### src/rtl/core/bti_pkg.sv
package bti_pkg;

  // geometry
  localparam int unsigned SEGMENT_COUNT = 5;
  localparam int unsigned SEG_IDX_W     = (SEGMENT_COUNT > 1) ? $clog2(SEGMENT_COUNT) : 1;
  localparam int unsigned TEMP_W        = 16;
  localparam int unsigned DUTY_W        = 4;
  localparam int unsigned SEG_W         = 4;
  localparam int unsigned CFG_IDX_W     = 3;
  localparam int unsigned IN_DATA_W     = 112;
  localparam int unsigned OUT_DATA_W    = 16;

  // register indexes
  localparam logic [CFG_IDX_W-1:0] REG_DIE_DISABLE      = 3'd0;
  localparam logic [CFG_IDX_W-1:0] REG_DIE_ENABLE       = 3'd1;
  localparam logic [CFG_IDX_W-1:0] REG_ONBOARD_DISABLE  = 3'd2;
  localparam logic [CFG_IDX_W-1:0] REG_ONBOARD_ENABLE   = 3'd3;
  localparam logic [CFG_IDX_W-1:0] REG_RESISTOR_DISABLE = 3'd4;
  localparam logic [CFG_IDX_W-1:0] REG_RESISTOR_ENABLE  = 3'd5;

  // reset thresholds, 1/16 C
  localparam logic signed [TEMP_W-1:0] DIE_DISABLE_RST      = 16'sd1360;
  localparam logic signed [TEMP_W-1:0] DIE_ENABLE_RST       = 16'sd1200;
  localparam logic signed [TEMP_W-1:0] ONBOARD_DISABLE_RST  = 16'sd1120;
  localparam logic signed [TEMP_W-1:0] ONBOARD_ENABLE_RST   = 16'sd960;
  localparam logic signed [TEMP_W-1:0] RESISTOR_DISABLE_RST = 16'sd1600;
  localparam logic signed [TEMP_W-1:0] RESISTOR_ENABLE_RST  = 16'sd1440;

  // item kinds
  typedef enum logic {
    CMD_SAMPLE = 1'b0,
    CMD_DUTY   = 1'b1
  } bti_cmd_e;

  // per-chip flags
  typedef struct packed {
    logic resistor_hot;
    logic onboard_hot;
    logic die_hot;
  } bti_flags_t;

  // threshold register set
  typedef struct packed {
    logic signed [TEMP_W-1:0] die_disable;
    logic signed [TEMP_W-1:0] die_enable;
    logic signed [TEMP_W-1:0] onboard_disable;
    logic signed [TEMP_W-1:0] onboard_enable;
    logic signed [TEMP_W-1:0] resistor_disable;
    logic signed [TEMP_W-1:0] resistor_enable;
  } bti_thresh_t;

  // one result transaction
  typedef struct packed {
    logic [DUTY_W-1:0] granted_duty;
    logic              blocked_changed;
    logic              beta_blocked;
    logic              alpha_blocked;
    bti_flags_t        beta;
    bti_flags_t        alpha;
  } bti_result_t;

endpackage

### src/rtl/core/bti_lane.sv
module bti_lane
  import bti_pkg::*;
(
  input  bti_thresh_t              thresh_i,
  input  bti_flags_t               flags_i,
  input  logic signed [TEMP_W-1:0] die_temp_i,
  input  logic signed [TEMP_W-1:0] chip_temp_i,
  input  logic signed [TEMP_W-1:0] bank_temp_i,
  output bti_flags_t               flags_o
);

  // active-high hysteresis: clear flag sets at disable, set flag clears at enable
  function automatic logic hyst(input logic signed [TEMP_W-1:0] t,
                                input logic signed [TEMP_W-1:0] dis,
                                input logic signed [TEMP_W-1:0] en,
                                input logic hot);
    logic res;
    res = hot;
    if (!hot && (t >= dis)) res = 1'b1;
    if (hot && (t <= en)) res = 1'b0;
    return res;
  endfunction

  // three independent flag comparators for one chip
  always_comb begin
    flags_o.die_hot      = hyst(die_temp_i, thresh_i.die_disable, thresh_i.die_enable,
                                flags_i.die_hot);
    flags_o.onboard_hot  = hyst(chip_temp_i, thresh_i.onboard_disable,
                                thresh_i.onboard_enable, flags_i.onboard_hot);
    flags_o.resistor_hot = hyst(bank_temp_i, thresh_i.resistor_disable,
                                thresh_i.resistor_enable, flags_i.resistor_hot);
  end

endmodule

### src/rtl/core/bti_merge.sv
module bti_merge
  import bti_pkg::*;
(
  input  bti_cmd_e          cmd_i,
  input  logic              seg_ok_i,
  input  logic              chip_side_i,
  input  logic [DUTY_W-1:0] requested_duty_i,
  input  bti_flags_t        alpha_old_i,
  input  bti_flags_t        beta_old_i,
  input  bti_flags_t        alpha_new_i,
  input  bti_flags_t        beta_new_i,
  output bti_result_t       result_o
);

  bti_flags_t a;
  bti_flags_t b;
  logic       a_blk;
  logic       b_blk;
  logic       sel_blk;

  // sample takes lane results, duty request shows stored flags
  assign a = (cmd_i == CMD_SAMPLE) ? alpha_new_i : alpha_old_i;
  assign b = (cmd_i == CMD_SAMPLE) ? beta_new_i  : beta_old_i;

  assign a_blk   = |a;
  assign b_blk   = |b;
  assign sel_blk = chip_side_i ? b_blk : a_blk;

  // combine both lanes into one result, all zero for a bad segment
  always_comb begin
    result_o = '0;
    if (seg_ok_i) begin
      result_o.alpha         = a;
      result_o.beta          = b;
      result_o.alpha_blocked = a_blk;
      result_o.beta_blocked  = b_blk;
      if (cmd_i == CMD_SAMPLE) begin
        result_o.blocked_changed = ((|alpha_old_i) != a_blk) || ((|beta_old_i) != b_blk);
      end else begin
        result_o.granted_duty = sel_blk ? '0 : requested_duty_i;
      end
    end
  end

endmodule

### src/rtl/core/balance_thermal_interlock_top.sv
// channel   | direction | handshake           | contents
// s_axis    | in        | tvalid/tready       | tuser: cmd; tdata: segment, six temps, side, duty
// m_axis    | out       | tvalid/tready       | tdata: six hot flags, blocked, changed, duty
// cfg       | in        | cfg_we_i            | cfg_idx_i selects threshold, cfg_data_i value
//
// one transaction per cycle unless both output stages hold results; results are registered
// flags of a segment are read, updated by the two chip lanes and written back in the
// accepting cycle, so consecutive transactions on one segment see each other's updates
// an output register plus a skid register decouple the sides; tready drops only when
// both hold results
// rst_ni clears all flags and both output valid bits, and sets thresholds to their defaults
module balance_thermal_interlock_top
  import bti_pkg::*;
(
  input  logic                  clk_i,
  input  logic                  rst_ni,
  input  logic                  s_axis_tvalid,
  output logic                  s_axis_tready,
  // [3:0] segment_index, [19:4] alpha_die_temp, [35:20] beta_die_temp,
  // [51:36] alpha chip thermistor, [67:52] beta chip thermistor, [83:68] alpha_bank_therm,
  // [99:84] beta_bank_therm, [100] chip_side, [104:101] requested_duty, rest zero
  input  logic [IN_DATA_W-1:0]  s_axis_tdata,
  // [0] cmd
  input  logic                  s_axis_tuser,
  output logic                  m_axis_tvalid,
  input  logic                  m_axis_tready,
  // [0] alpha_die_hot, [1] alpha_onboard_hot, [2] alpha_resistor_hot, [3] beta_die_hot,
  // [4] beta_onboard_hot, [5] beta_resistor_hot, [6] alpha_blocked, [7] beta_blocked,
  // [8] blocked_changed, [12:9] granted_duty, [15:13] zero
  output logic [OUT_DATA_W-1:0] m_axis_tdata,
  input  logic                  cfg_we_i,
  input  logic [CFG_IDX_W-1:0]  cfg_idx_i,
  input  logic [TEMP_W-1:0]     cfg_data_i
);

  bti_thresh_t thresh_q;
  bti_flags_t  alpha_flags_q [SEGMENT_COUNT];
  bti_flags_t  beta_flags_q  [SEGMENT_COUNT];

  logic                     accept;
  bti_cmd_e                 cmd;
  logic [SEG_W-1:0]         seg;
  logic [SEG_IDX_W-1:0]     seg_idx;
  logic                     seg_ok;
  logic signed [TEMP_W-1:0] alpha_die, beta_die, alpha_ctherm, beta_ctherm;
  logic signed [TEMP_W-1:0] alpha_bank, beta_bank, chip_max;
  logic                     chip_side;
  logic [DUTY_W-1:0]        req_duty;
  bti_flags_t               alpha_old, beta_old, alpha_new, beta_new;
  bti_result_t              result;

  bti_result_t out_q, skid_q;
  logic        out_valid_q, skid_valid_q;

  // input field unpacking
  assign cmd          = bti_cmd_e'(s_axis_tuser);
  assign seg          = s_axis_tdata[3:0];
  assign alpha_die    = s_axis_tdata[19:4];
  assign beta_die     = s_axis_tdata[35:20];
  assign alpha_ctherm = s_axis_tdata[51:36];
  assign beta_ctherm  = s_axis_tdata[67:52];
  assign alpha_bank   = s_axis_tdata[83:68];
  assign beta_bank    = s_axis_tdata[99:84];
  assign chip_side    = s_axis_tdata[100];
  assign req_duty     = s_axis_tdata[104:101];

  assign seg_ok  = ({1'b0, seg} < (SEG_W + 1)'(SEGMENT_COUNT));
  assign seg_idx = seg[SEG_IDX_W-1:0];

  // segment flag read, zero for an out-of-range segment
  assign alpha_old = seg_ok ? alpha_flags_q[seg_idx] : '0;
  assign beta_old  = seg_ok ? beta_flags_q[seg_idx]  : '0;

  // shared chip thermistor value is the hotter of the two
  assign chip_max = (beta_ctherm > alpha_ctherm) ? beta_ctherm : alpha_ctherm;

  bti_lane u_lane_alpha (
    .thresh_i    (thresh_q),
    .flags_i     (alpha_old),
    .die_temp_i  (alpha_die),
    .chip_temp_i (chip_max),
    .bank_temp_i (alpha_bank),
    .flags_o     (alpha_new)
  );

  bti_lane u_lane_beta (
    .thresh_i    (thresh_q),
    .flags_i     (beta_old),
    .die_temp_i  (beta_die),
    .chip_temp_i (chip_max),
    .bank_temp_i (beta_bank),
    .flags_o     (beta_new)
  );

  bti_merge u_merge (
    .cmd_i            (cmd),
    .seg_ok_i         (seg_ok),
    .chip_side_i      (chip_side),
    .requested_duty_i (req_duty),
    .alpha_old_i      (alpha_old),
    .beta_old_i       (beta_old),
    .alpha_new_i      (alpha_new),
    .beta_new_i       (beta_new),
    .result_o         (result)
  );

  // threshold registers
  always_ff @(posedge clk_i or negedge rst_ni) begin
    if (!rst_ni) begin
      thresh_q.die_disable      <= DIE_DISABLE_RST;
      thresh_q.die_enable       <= DIE_ENABLE_RST;
      thresh_q.onboard_disable  <= ONBOARD_DISABLE_RST;
      thresh_q.onboard_enable   <= ONBOARD_ENABLE_RST;
      thresh_q.resistor_disable <= RESISTOR_DISABLE_RST;
      thresh_q.resistor_enable  <= RESISTOR_ENABLE_RST;
    end else if (cfg_we_i) begin
      case (cfg_idx_i)
        REG_DIE_DISABLE:      thresh_q.die_disable      <= cfg_data_i;
        REG_DIE_ENABLE:       thresh_q.die_enable       <= cfg_data_i;
        REG_ONBOARD_DISABLE:  thresh_q.onboard_disable  <= cfg_data_i;
        REG_ONBOARD_ENABLE:   thresh_q.onboard_enable   <= cfg_data_i;
        REG_RESISTOR_DISABLE: thresh_q.resistor_disable <= cfg_data_i;
        REG_RESISTOR_ENABLE:  thresh_q.resistor_enable  <= cfg_data_i;
        default: ;
      endcase
    end
  end

  // flag write-back on an accepted sample transaction
  always_ff @(posedge clk_i or negedge rst_ni) begin
    if (!rst_ni) begin
      for (int i = 0; i < SEGMENT_COUNT; i++) begin
        alpha_flags_q[i] <= '0;
        beta_flags_q[i]  <= '0;
      end
    end else if (accept && seg_ok && (cmd == CMD_SAMPLE)) begin
      alpha_flags_q[seg_idx] <= alpha_new;
      beta_flags_q[seg_idx]  <= beta_new;
    end
  end

  // output register with skid stage
  assign s_axis_tready = !skid_valid_q;
  assign accept        = s_axis_tvalid && s_axis_tready;

  always_ff @(posedge clk_i or negedge rst_ni) begin
    if (!rst_ni) begin
      out_valid_q  <= 1'b0;
      skid_valid_q <= 1'b0;
    end else if (!out_valid_q || m_axis_tready) begin
      if (skid_valid_q) begin
        out_valid_q  <= 1'b1;
        skid_valid_q <= 1'b0;
      end else begin
        out_valid_q <= accept;
      end
    end else if (accept) begin
      skid_valid_q <= 1'b1;
    end
  end

  // payload registers
  always_ff @(posedge clk_i) begin
    if (!out_valid_q || m_axis_tready) begin
      out_q <= skid_valid_q ? skid_q : result;
    end else if (accept) begin
      skid_q <= result;
    end
  end

  assign m_axis_tvalid = out_valid_q;
  assign m_axis_tdata  = {{(OUT_DATA_W - $bits(bti_result_t)){1'b0}}, out_q};

`ifndef ASSERT_OFF
  // skid stage only fills behind a held output
  a_skid_behind_out : assert property (@(posedge clk_i) disable iff (!rst_ni)
    skid_valid_q |-> out_valid_q)
    else $error("skid register valid with empty output register");

  // a result that grants duty came from a duty transaction
  a_duty_no_change : assert property (@(posedge clk_i) disable iff (!rst_ni)
    (out_valid_q && (out_q.granted_duty != '0)) |-> !out_q.blocked_changed)
    else $error("duty granted on a sample result");

  // granted duty never goes out while both chips are shown blocked
  a_duty_blocked : assert property (@(posedge clk_i) disable iff (!rst_ni)
    (out_valid_q && out_q.alpha_blocked && out_q.beta_blocked) |->
      (out_q.granted_duty == '0))
    else $error("duty granted to a blocked chip");

  // a held result is not lost while the sink stalls
  a_hold_result : assert property (@(posedge clk_i) disable iff (!rst_ni)
    (out_valid_q && !m_axis_tready) |=> (out_valid_q && $stable(out_q)))
    else $error("stalled result dropped or changed");
`endif

endmodule

### config.mk
export PLATFORM = sky130hd
export DESIGN_NAME = balance_thermal_interlock_top
export DESIGN_NICKNAME = d
export VERILOG_FILES = /design/src/rtl/core/bti_pkg.sv /design/src/rtl/core/bti_lane.sv /design/src/rtl/core/bti_merge.sv /design/src/rtl/core/balance_thermal_interlock_top.sv
export SDC_FILE = /design/constraint.sdc
export NUM_CORES = 1
export LEC_CHECK = 0
export ABC_CLOCK_PERIOD_IN_PS = 3100
export BUFFER_PORTS_ARGS = -buffer_cell sky130_fd_sc_hd__buf_2
export CAP_MARGIN = 25
export CORE_MARGIN = 3
export CORE_UTILIZATION = 55
export DETAILED_ROUTE_END_ITERATION = 12
export GPL_TIMING_DRIVEN = 0
export PLACE_DENSITY = 0.76
export SYNTH_ARGS = -nofsm -noshare
export SYNTH_HDL_FRONTEND = slang
export SYNTH_SLANG_ARGS = --single-unit
### constraint.sdc
create_clock -name clk_i -period 3.1 [get_ports clk_i]
set_input_delay 0.31 -clock clk_i [delete_from_list [all_inputs] [get_ports clk_i]]
set_output_delay 0.31 -clock clk_i [all_outputs]
set_load 0.02 [all_outputs]
==> out/summary.txt, run 1 <==
Syn. warnings -> 0
CP endpoint kind -> register
Root Driver -> clkbuf_16
Max rail drop VDD -> 0.000414 V
CP peak stage delay -> 0.54 ns
Placed Area -> 11900 um2
Post-DP HPWL -> 21600 um
final slew viol count -> 0
crit path kind -> primary input to register
RSZ-0062 raised after global routing -> true
max_cap viols -> 0
Clock Skew -> 0.0138 ns
largest net degree at the start of global routing -> 78
post-synthesis sequential area ratio -> 37.4%
type of origin of the critical path -> primary input
DRC -> 0
share of cells above drive strength 1 -> 28.2%
router iterations before antenna repair -> 5
critical path, cell by cell -> buf_8 -> ha_4 -> nor2b_4 -> o21a_1 -> o21a_1 -> o21a_1 -> o21a_1 -> o21ai_1 -> a21o_1 -> a21oi_4 -> buf_6 -> mux2_4 -> ha_4 -> nor2b_4 -> o211ai_2 -> a21boi_4 -> or4b_4 -> o211ai_4 -> buf_12 -> o2bb2ai_4 -> nand3_2 -> a21oi_4 -> and2_4
Area Overhead vs Synth -> 21.1%
Worst path top cell family by delay -> compound AO/OA/AOI/OAI gates
post-route cell area -> 13000 um2
Primary FF master, synth -> dfrtp_1
setup_tns -> -31.48 ns
Synth Register Bits -> 154
via count -> 8876
Power per Cell Area -> 579 nW/um2
Place WS -> -1.93 ns
synthesized area per cell -> 9.88 um2
grt ovf -> 0
worst-margin pin slew -> 0.761 ns
Iter 0 DRT Violations -> 558
TritonCTS clock tree -> built
run status -> finished with violations
total core area -> 19000 um2
die width -> 146 um
total routed wirelength -> 28300 um
WL/cell -> 18.4 um
initial antenna violation count -> 0
Nets -> 1582
total power -> 7.53 mW
port bufs -> 143
Final setup viols -> 28
antenna cells -> 0
Critical path buffers and inverters -> 3
asr flop ratio synth -> 83.1%
fin crit period -> 4.29 ns
Inserted Clock Buffers -> 17
number of global-route vias before repair -> 9031
Die ar. -> 21200 um2
final worst slack -> -1.19 ns
first-pass GRT wire length -> 45100 um
final hold vios -> 0
vias per cell -> 5.76
violated checks -> negative setup slack
Crit path top cell by count -> o21a_1
Worst EP required -> 3.41 ns
Total GRT Usage -> 26.5%
CTS clk-pin slew, worst paths -> 0.08 ns
Clock Latency Late Sink -> 0.44 ns
slowest CP cell -> or4b_4
IO Pins -> 155
Leak Pwr -> 6.13 nW
clock buffer depth -> 2
worst path arrival time -> 4.60 ns
clock tree sinks -> 154
Syn Inst Count -> 1086
Unique masters post-synth -> 77
Final ANT Viol Nets -> 0
GPL Wtd Cong -> 0.944
Final Cycle Share -> 139%
H-tree lvl count -> 4
Mapped Area -> 10700 um2
Starting Density -> 56.6%
Hold Crit Class -> primary input to register
Fmax -> 0.233 GHz
critical path fanouts, max -> 8
Die H -> 146 um
Final Util -> 68.6%
Slew headroom -> 48.0%
# rows -> 50
number of synthesized flops with an enable pin -> 26
[cell usage after synthesis, types with 2 or more instances]
library cell | instances | area, um2
clkbuf_1 | 18 | 67.6
nand2_1 | 117 | 439
nor2_1 | 42 | 158
o21ai_0 | 100 | 500
a21oi_2 | 3 | 26.3
dfstp_2 | 22 | 578
a21o_1 | 18 | 135
nand4b_1 | 3 | 26.3
mux2_2 | 78 | 878
o21a_1 | 5 | 37.5
a211oi_1 | 9 | 67.6
inv_1 | 123 | 462
a221oi_1 | 4 | 35.0
ha_1 | 176 | 2200
a21oi_1 | 65 | 325
nand2b_1 | 6 | 37.5
a2111oi_0 | 5 | 43.8
nor4bb_1 | 2 | 20.0
o2111ai_1 | 2 | 17.5
or2_1 | 2 | 12.5
buf_4 | 3 | 22.5
o31ai_2 | 2 | 25.0
o211ai_2 | 2 | 25.0
o21ai_1 | 2 | 10.0
a22oi_1 | 3 | 22.5
buf_2 | 2 | 10.0
o21bai_1 | 3 | 22.5
a31o_1 | 4 | 35.0
edfxtp_1 | 26 | 781
o31a_1 | 2 | 17.5
o31ai_1 | 8 | 60.1
nor2b_1 | 12 | 75.1
o211ai_1 | 3 | 22.5
nor3_1 | 11 | 55.1
mux2i_1 | 13 | 130
nand3_1 | 6 | 30.0
nor3b_4 | 3 | 56.3
and2_1 | 8 | 50.1
nor4_1 | 4 | 25.0
dfrtp_1 | 106 | 2650
nand4_1 | 27 | 169
[tightest hold or removal path, delay by kind of cell]
family                 cells  cell delay (ns)
AND/OR/NAND/NOR            2             0.10
buffers and inverters      1             0.09
[flip-flops by register name (all words and copies together), names as in the netlist]
name           cells
skid_valid_q       1
m_axis_tdata      13
beta_flags_q      15
alpha_flags_q     15
thresh_q          96
skid_q            13
m_axis_tvalid      1
[cells by family after synthesis]
group	after synthesis	synth area share (%)
compound gates	258	15.2
xor+xnor	1	0.0816
fa+ha+maj	176	20.5
buf+inv	149	5.41
flops	154	37.4
mux	92	9.53
other cells	1	0.0349
simple gates	255	11.9
[repair_timing]
| item | CTS | global route |
|---|---|---|
| setup endpoints to repair | 28 | 32 |
| hold buffers | 1 | 0 |
| resized for setup | 37 | 30 |
| cloned | 1 | 0 |
| pin swaps | 20 | 20 |
| hold endpoints to repair | 39 | 0 |
| buffers inserted | 7 | 9 |
[path summary, 6_finish.rpt]
kind	startpoint	endpoint	slack (ns)	depth (start not counted)
max reg2reg	thresh_q[90]	m_axis_tdata[6]	0.09	10
max in group asynchronous	rst_ni	thresh_q[68]	1.90	3
min in group asynchronous	rst_ni	m_axis_tvalid	0.40	2
max	s_axis_tdata[53]	skid_q[9]	-1.19	23
min	s_axis_tvalid	m_axis_tvalid	0.1	3
min reg2reg	beta_flags_q[5]	beta_flags_q[5]	0.48	2
[cells in the final DEF, fill, tap and decap left out, types with 22 or more instances in the layout]
cell type  count
inv_1        122
nand2_1      115
nor2_1        39
ha_1         165
buf_2        141
nand4_1       27
dfrtp_1      106
dfstp_2       22
edfxtp_1      26
mux2_2        68
a21oi_1       62
o21ai_0       98
[where the power goes]
group          internal, mW  switching, mW  total (mW)
logic                  1.25           1.57        2.83
clock network          1.07          0.951        2.03
registers              2.51          0.172        2.68
total                  4.83           2.70        7.53
[cell type report]
| class | count | area [um2] |
|---|---|---|
| Multi-Input combinational cell | 785 | 6540 |
| Timing Repair Buffer | 162 | 957 |
| Tap cell | 260 | 325 |
| Clock inverter | 15 | 150 |
| Sequential cell | 154 | 4010 |
| Clock buffer | 17 | 425 |
| Fill cell | 1466 | 5960 |
| Inverter | 124 | 470 |
| Buffer | 25 | 121 |
[through the flow]
stage          hold slack [ns]  std cells
6_report                0.0999       1542
5_1_grt                  0.112       1542
2_1_floorplan           0.0144       1088
3_3_place_gp             0.463       1491
4_1_cts                 0.0946       1533
3_5_place_dp             0.290       1492
[routing by layer]
| metal | global-route usage, % | part of all wire (%) |
|---|---|---|
| met5 | 0 | 0 |
| met4 | 9.50 | 2.9 |
| met3 | 4.36 | 5.1 |
| met2 | 45.8 | 49 |
| met1 | 33.8 | 43 |
Power figures use the tool's default switching activity.
==> run 2: changes to the inputs <==
ABC_AREA = 1   (was not set)
==> run 2 against run 1 <==
Net effect:
- the flow still finishes with violations (negative setup slack)
- via count increased by 16%
- critical path depth increased by 1
- sequential share of layout area decreased by 1.6 points
- setup slack improved by 0.60 ns
- clock power about the same
- die area increased by 2.8%
- critical path type unchanged
- critical endpoint is now m_axis_tdata[8]
==> out/summary.txt, run 2 <==
run status -> finished with violations
P_int -> 4.68 mW (-3.3%)
share of cells above drive strength 1 -> 22.2% (-6.1 points)
Leak Pwr -> 7.01 nW (+14%)
Die H -> 148 um (+1.4%)
Inserted Clock Buffers -> 17 (unchanged)
Slew headroom -> 54.5% (+6.6 points)
Nets -> 1934 (+22%)
Synth top area share -> 24.0% (-0.71 points)
CTS clk-pin slew, worst paths -> 0.07 ns (about the same)
Worst path top cell family by delay -> simple AND/OR/NAND/NOR gates
Final Cycle Share -> 119% (-19 points)
RSZ-0062 raised after global routing -> true
commonest cells after routing, fill and taps aside -> 359 x nand2_1, 213 x inv_1, 154 x ha_1
Syn Inst Count -> 1436 (+32%)
commonest cells in the netlist -> 374 x nand2_1, 225 x inv_1, 176 x ha_1
Primary FF master, synth -> dfrtp_1
Switch Pwr -> 2.76 mW (+2.4%)
DRC -> 0 (unchanged)
antenna cells -> 0 (unchanged)
most common cell in the netlist -> nand2_1
IO Pins -> 155 (unchanged)
Clock Latency Late Sink -> 0.43 ns (about the same)
number of synthesized flops with an enable pin -> 26 (unchanged)
total core area -> 19600 um2 (+3.3%)
final slew viol count -> 0 (unchanged)
Syn. warnings -> 0 (unchanged)
clock tree sinks -> 154 (unchanged)
post-route cell area -> 13700 um2 (+5.4%)
# rows -> 51 (+2.0%)
first-pass GRT wire length -> 47400 um (+4.9%)
asr flop ratio synth -> 83.1% (unchanged)
Max rail drop VDD -> 0.000443 V (+7.0%)
Fmax -> 0.271 GHz (+16%)
grt ovf -> 0 (unchanged)
via count -> 10286 (+16%)
max_cap viols -> 0 (unchanged)
Post-DP HPWL -> 22800 um (+5.3%)
Placed Area -> 12300 um2 (+3.8%)
Most flops, register -> thresh_q
slowest CP cell -> or3_4
Die ar. -> 21800 um2 (+2.8%)
commonest non-fill, non-tap cell in the layout -> nand2_1
violated checks -> negative setup slack
Hold Crit Class -> primary input to register
CP peak stage delay -> 0.34 ns (-0.20 ns)
Final ANT Viol Nets -> 0 (unchanged)
TritonCTS clock tree -> built
crit path kind -> primary input to register
largest net degree at the start of global routing -> 72 (-7.7%)
type of origin of the critical path -> primary input
critical path fanouts, max -> 5 (-3)
post-synthesis sequential area ratio -> 36.3% (-1.1 points)
Power per Cell Area -> 543 nW/um2 (-6.3%)
Crit path top cell by count -> nand4_1
CP endpoint kind -> register
Largest regs -> thresh_q (96), alpha_flags_q (15), beta_flags_q (15)
Worst EP required -> 3.29 ns (-0.12 ns)
vias per cell -> 5.42 (-5.9%)
clock buffer depth -> 2 (unchanged)
fin crit period -> 3.69 ns (-0.600 ns)
Synth Register Bits -> 154 (unchanged)
Clock Skew -> 0.0111 ns (-0.00271 ns)
H-tree lvl count -> 4 (unchanged)
final hold vios -> 0 (unchanged)
number of global-route vias before repair -> 9832 (+8.9%)
total routed wirelength -> 31200 um (+10%)
Mapped Area -> 11000 um2 (+3.0%)
Unique masters post-synth -> 36 (-53%)
Root Driver -> clkbuf_16
max reg flops -> 96 (unchanged)
Final setup viols -> 28 (unchanged)
Area Overhead vs Synth -> 24.0%
Starting Density -> 56.4% (-0.22 points)
die width -> 148 um (+1.4%)
Final Util -> 69.9% (+1.3 points)
port bufs -> 143 (unchanged)
Synth area leader -> dfrtp_1
synthesized area per cell -> 7.69 um2 (-22%)
critical path, cell by cell -> buf_2 -> inv_2 -> ha_4 -> nand2_2 -> or3_4 -> o21bai_4 -> a21oi_2 -> o21ai_4 -> buf_4 -> buf_8 -> nor2_1 -> a21oi_2 -> ha_1 -> nand4_1 -> nor2_2 -> nand4_1 -> nand4_1 -> nand3_2 -> nand2_2 -> nand4_1 -> nand2_1 -> nand2_1 -> nand3_2 -> nand2_1
register share of total power -> 35.8% (+0.2 points)
Total GRT Usage -> 27.2% (+0.68 points)
setup_tns -> -10.70 ns (+20.78 ns)
final worst slack -> -0.595 ns (+0.600 ns)
initial antenna violation count -> 0 (unchanged)
total power -> 7.44 mW (-1.2%)
logic gate share of total power -> 36.4% (-1.1 points)
worst path arrival time -> 3.89 ns (-0.71 ns)
router iterations before antenna repair -> 5 (unchanged)
synth top area cells -> dfrtp_1 24%, ha_1 20%, nand2_1 13%
GPL Wtd Cong -> 0.932 (-1.3%)
clock share of power -> 27.7% (+0.8 points)
Critical path buffers and inverters -> 4 (+1)
Net Sw Frac -> 37.1% (+1.3 points)
WL/cell -> 16.4 um (-11%)
worst-margin pin slew -> 0.682 ns (-0.0787 ns)
Iter 0 DRT Violations -> 665 (+19%)
==> run 2: cell types whose count changed after synthesis, moves of 13 or more <==
cell     change
a31oi_1     +17
mux2i_1     -13
mux2_2      -78
nor2_1      +67
nand2_1    +257
nand3_1     +47
o21ai_0     +27
inv_1      +102
==> run 2: power groups by stage <==
stage,clock (mW),sequential (mW),combinational (mW)
6_report,2.06,2.66,2.71
5_1_grt,2.15,2.70,3.09
4_1_cts,2.06,2.66,2.44
3_5_place_dp,0,2.69,2.34
3_3_place_gp,0,2.68,2.23
2_1_floorplan,0,2.66,1.66
==> run 2: tightest hold or removal path, cell delays in order <==
cell and delay [ns]:
buf_2 0.10, nor2_1 0.05, nand2_1 0.06
==> run 2: timing repair <==
item,CTS,global route
endpoints found under the hold margin,51,0
setup endpoints to repair,28,28
buffers inserted,6,9
hold buffers,1,0
resized for setup,42,86
cloned,3,0
pin swaps,34,41
==> run 2: cell type report <==
| cell class | count | area [um2] |
|---|---|---|
| plain buffers | 28 | 159 |
| clock buffers | 17 | 425 |
| clock inverters | 15 | 151 |
| fillers | 1577 | 5890 |
| inverters | 231 | 892 |
| multi-input cells | 1025 | 6750 |
| flip-flops and latches | 154 | 4010 |
| well taps | 265 | 332 |
| repair buffers | 164 | 981 |
==> run 2: per-stage QoR <==
step           cells  hold WS [ns]  setup WS, ns
6_report        1899         0.129        -0.595
5_1_grt         1899         0.149        -0.748
4_1_cts         1889         0.116        -0.333
3_5_place_dp    1847         0.314        -0.975
3_3_place_gp    1846         0.466        -0.948
2_1_floorplan   1438        0.0144        -0.267
==> run 2: path summary, 6_finish.rpt <==
check | from | end | slack [ns] | cells past startpoint
max | s_axis_tdata[47] | m_axis_tdata[8] | -0.59 | 24
min | s_axis_tvalid | m_axis_tvalid | 0.13 | 3
max reg2reg | thresh_q[26] | m_axis_tdata[6] | 0.26 | 14
min reg2reg | thresh_q[85] | thresh_q[85] | 0.48 | 2
max in group asynchronous | rst_ni | thresh_q[53] | 1.88 | 3
min in group asynchronous | rst_ni | thresh_q[87] | 0.42 | 2
==> run 2: kinds of logic (layout without fill, tap and decap cells) <==
| logic type | after synthesis | after routing | share of synthesized area (%) |
|---|---|---|---|
| AND/OR/NAND/NOR | 597 | 597 | 22.6 |
| adder cells (fa/ha/maj) | 176 | 176 | 19.9 |
| other | 1 | 3 | 0.0339 |
| AO/OA/AOI/OAI | 249 | 249 | 12.2 |
| buffers and inverters | 259 | 455 | 8.94 |
| flip-flops | 154 | 154 | 36.3 |
==> run 2: metal layers <==
| metal | vias up | share of wire [%] | global-route usage, % |
|---|---|---|---|
| met3 | 95 | 5.7 | 4.02 |
| met2 | 330 | 47 | 45.3 |
| met4 | 0 | 3.9 | 10.4 |
| met1 | 4811 | 43 | 36.2 |
| met5 | - | 0 | 0 |
| li1 | 5050 | - | - |
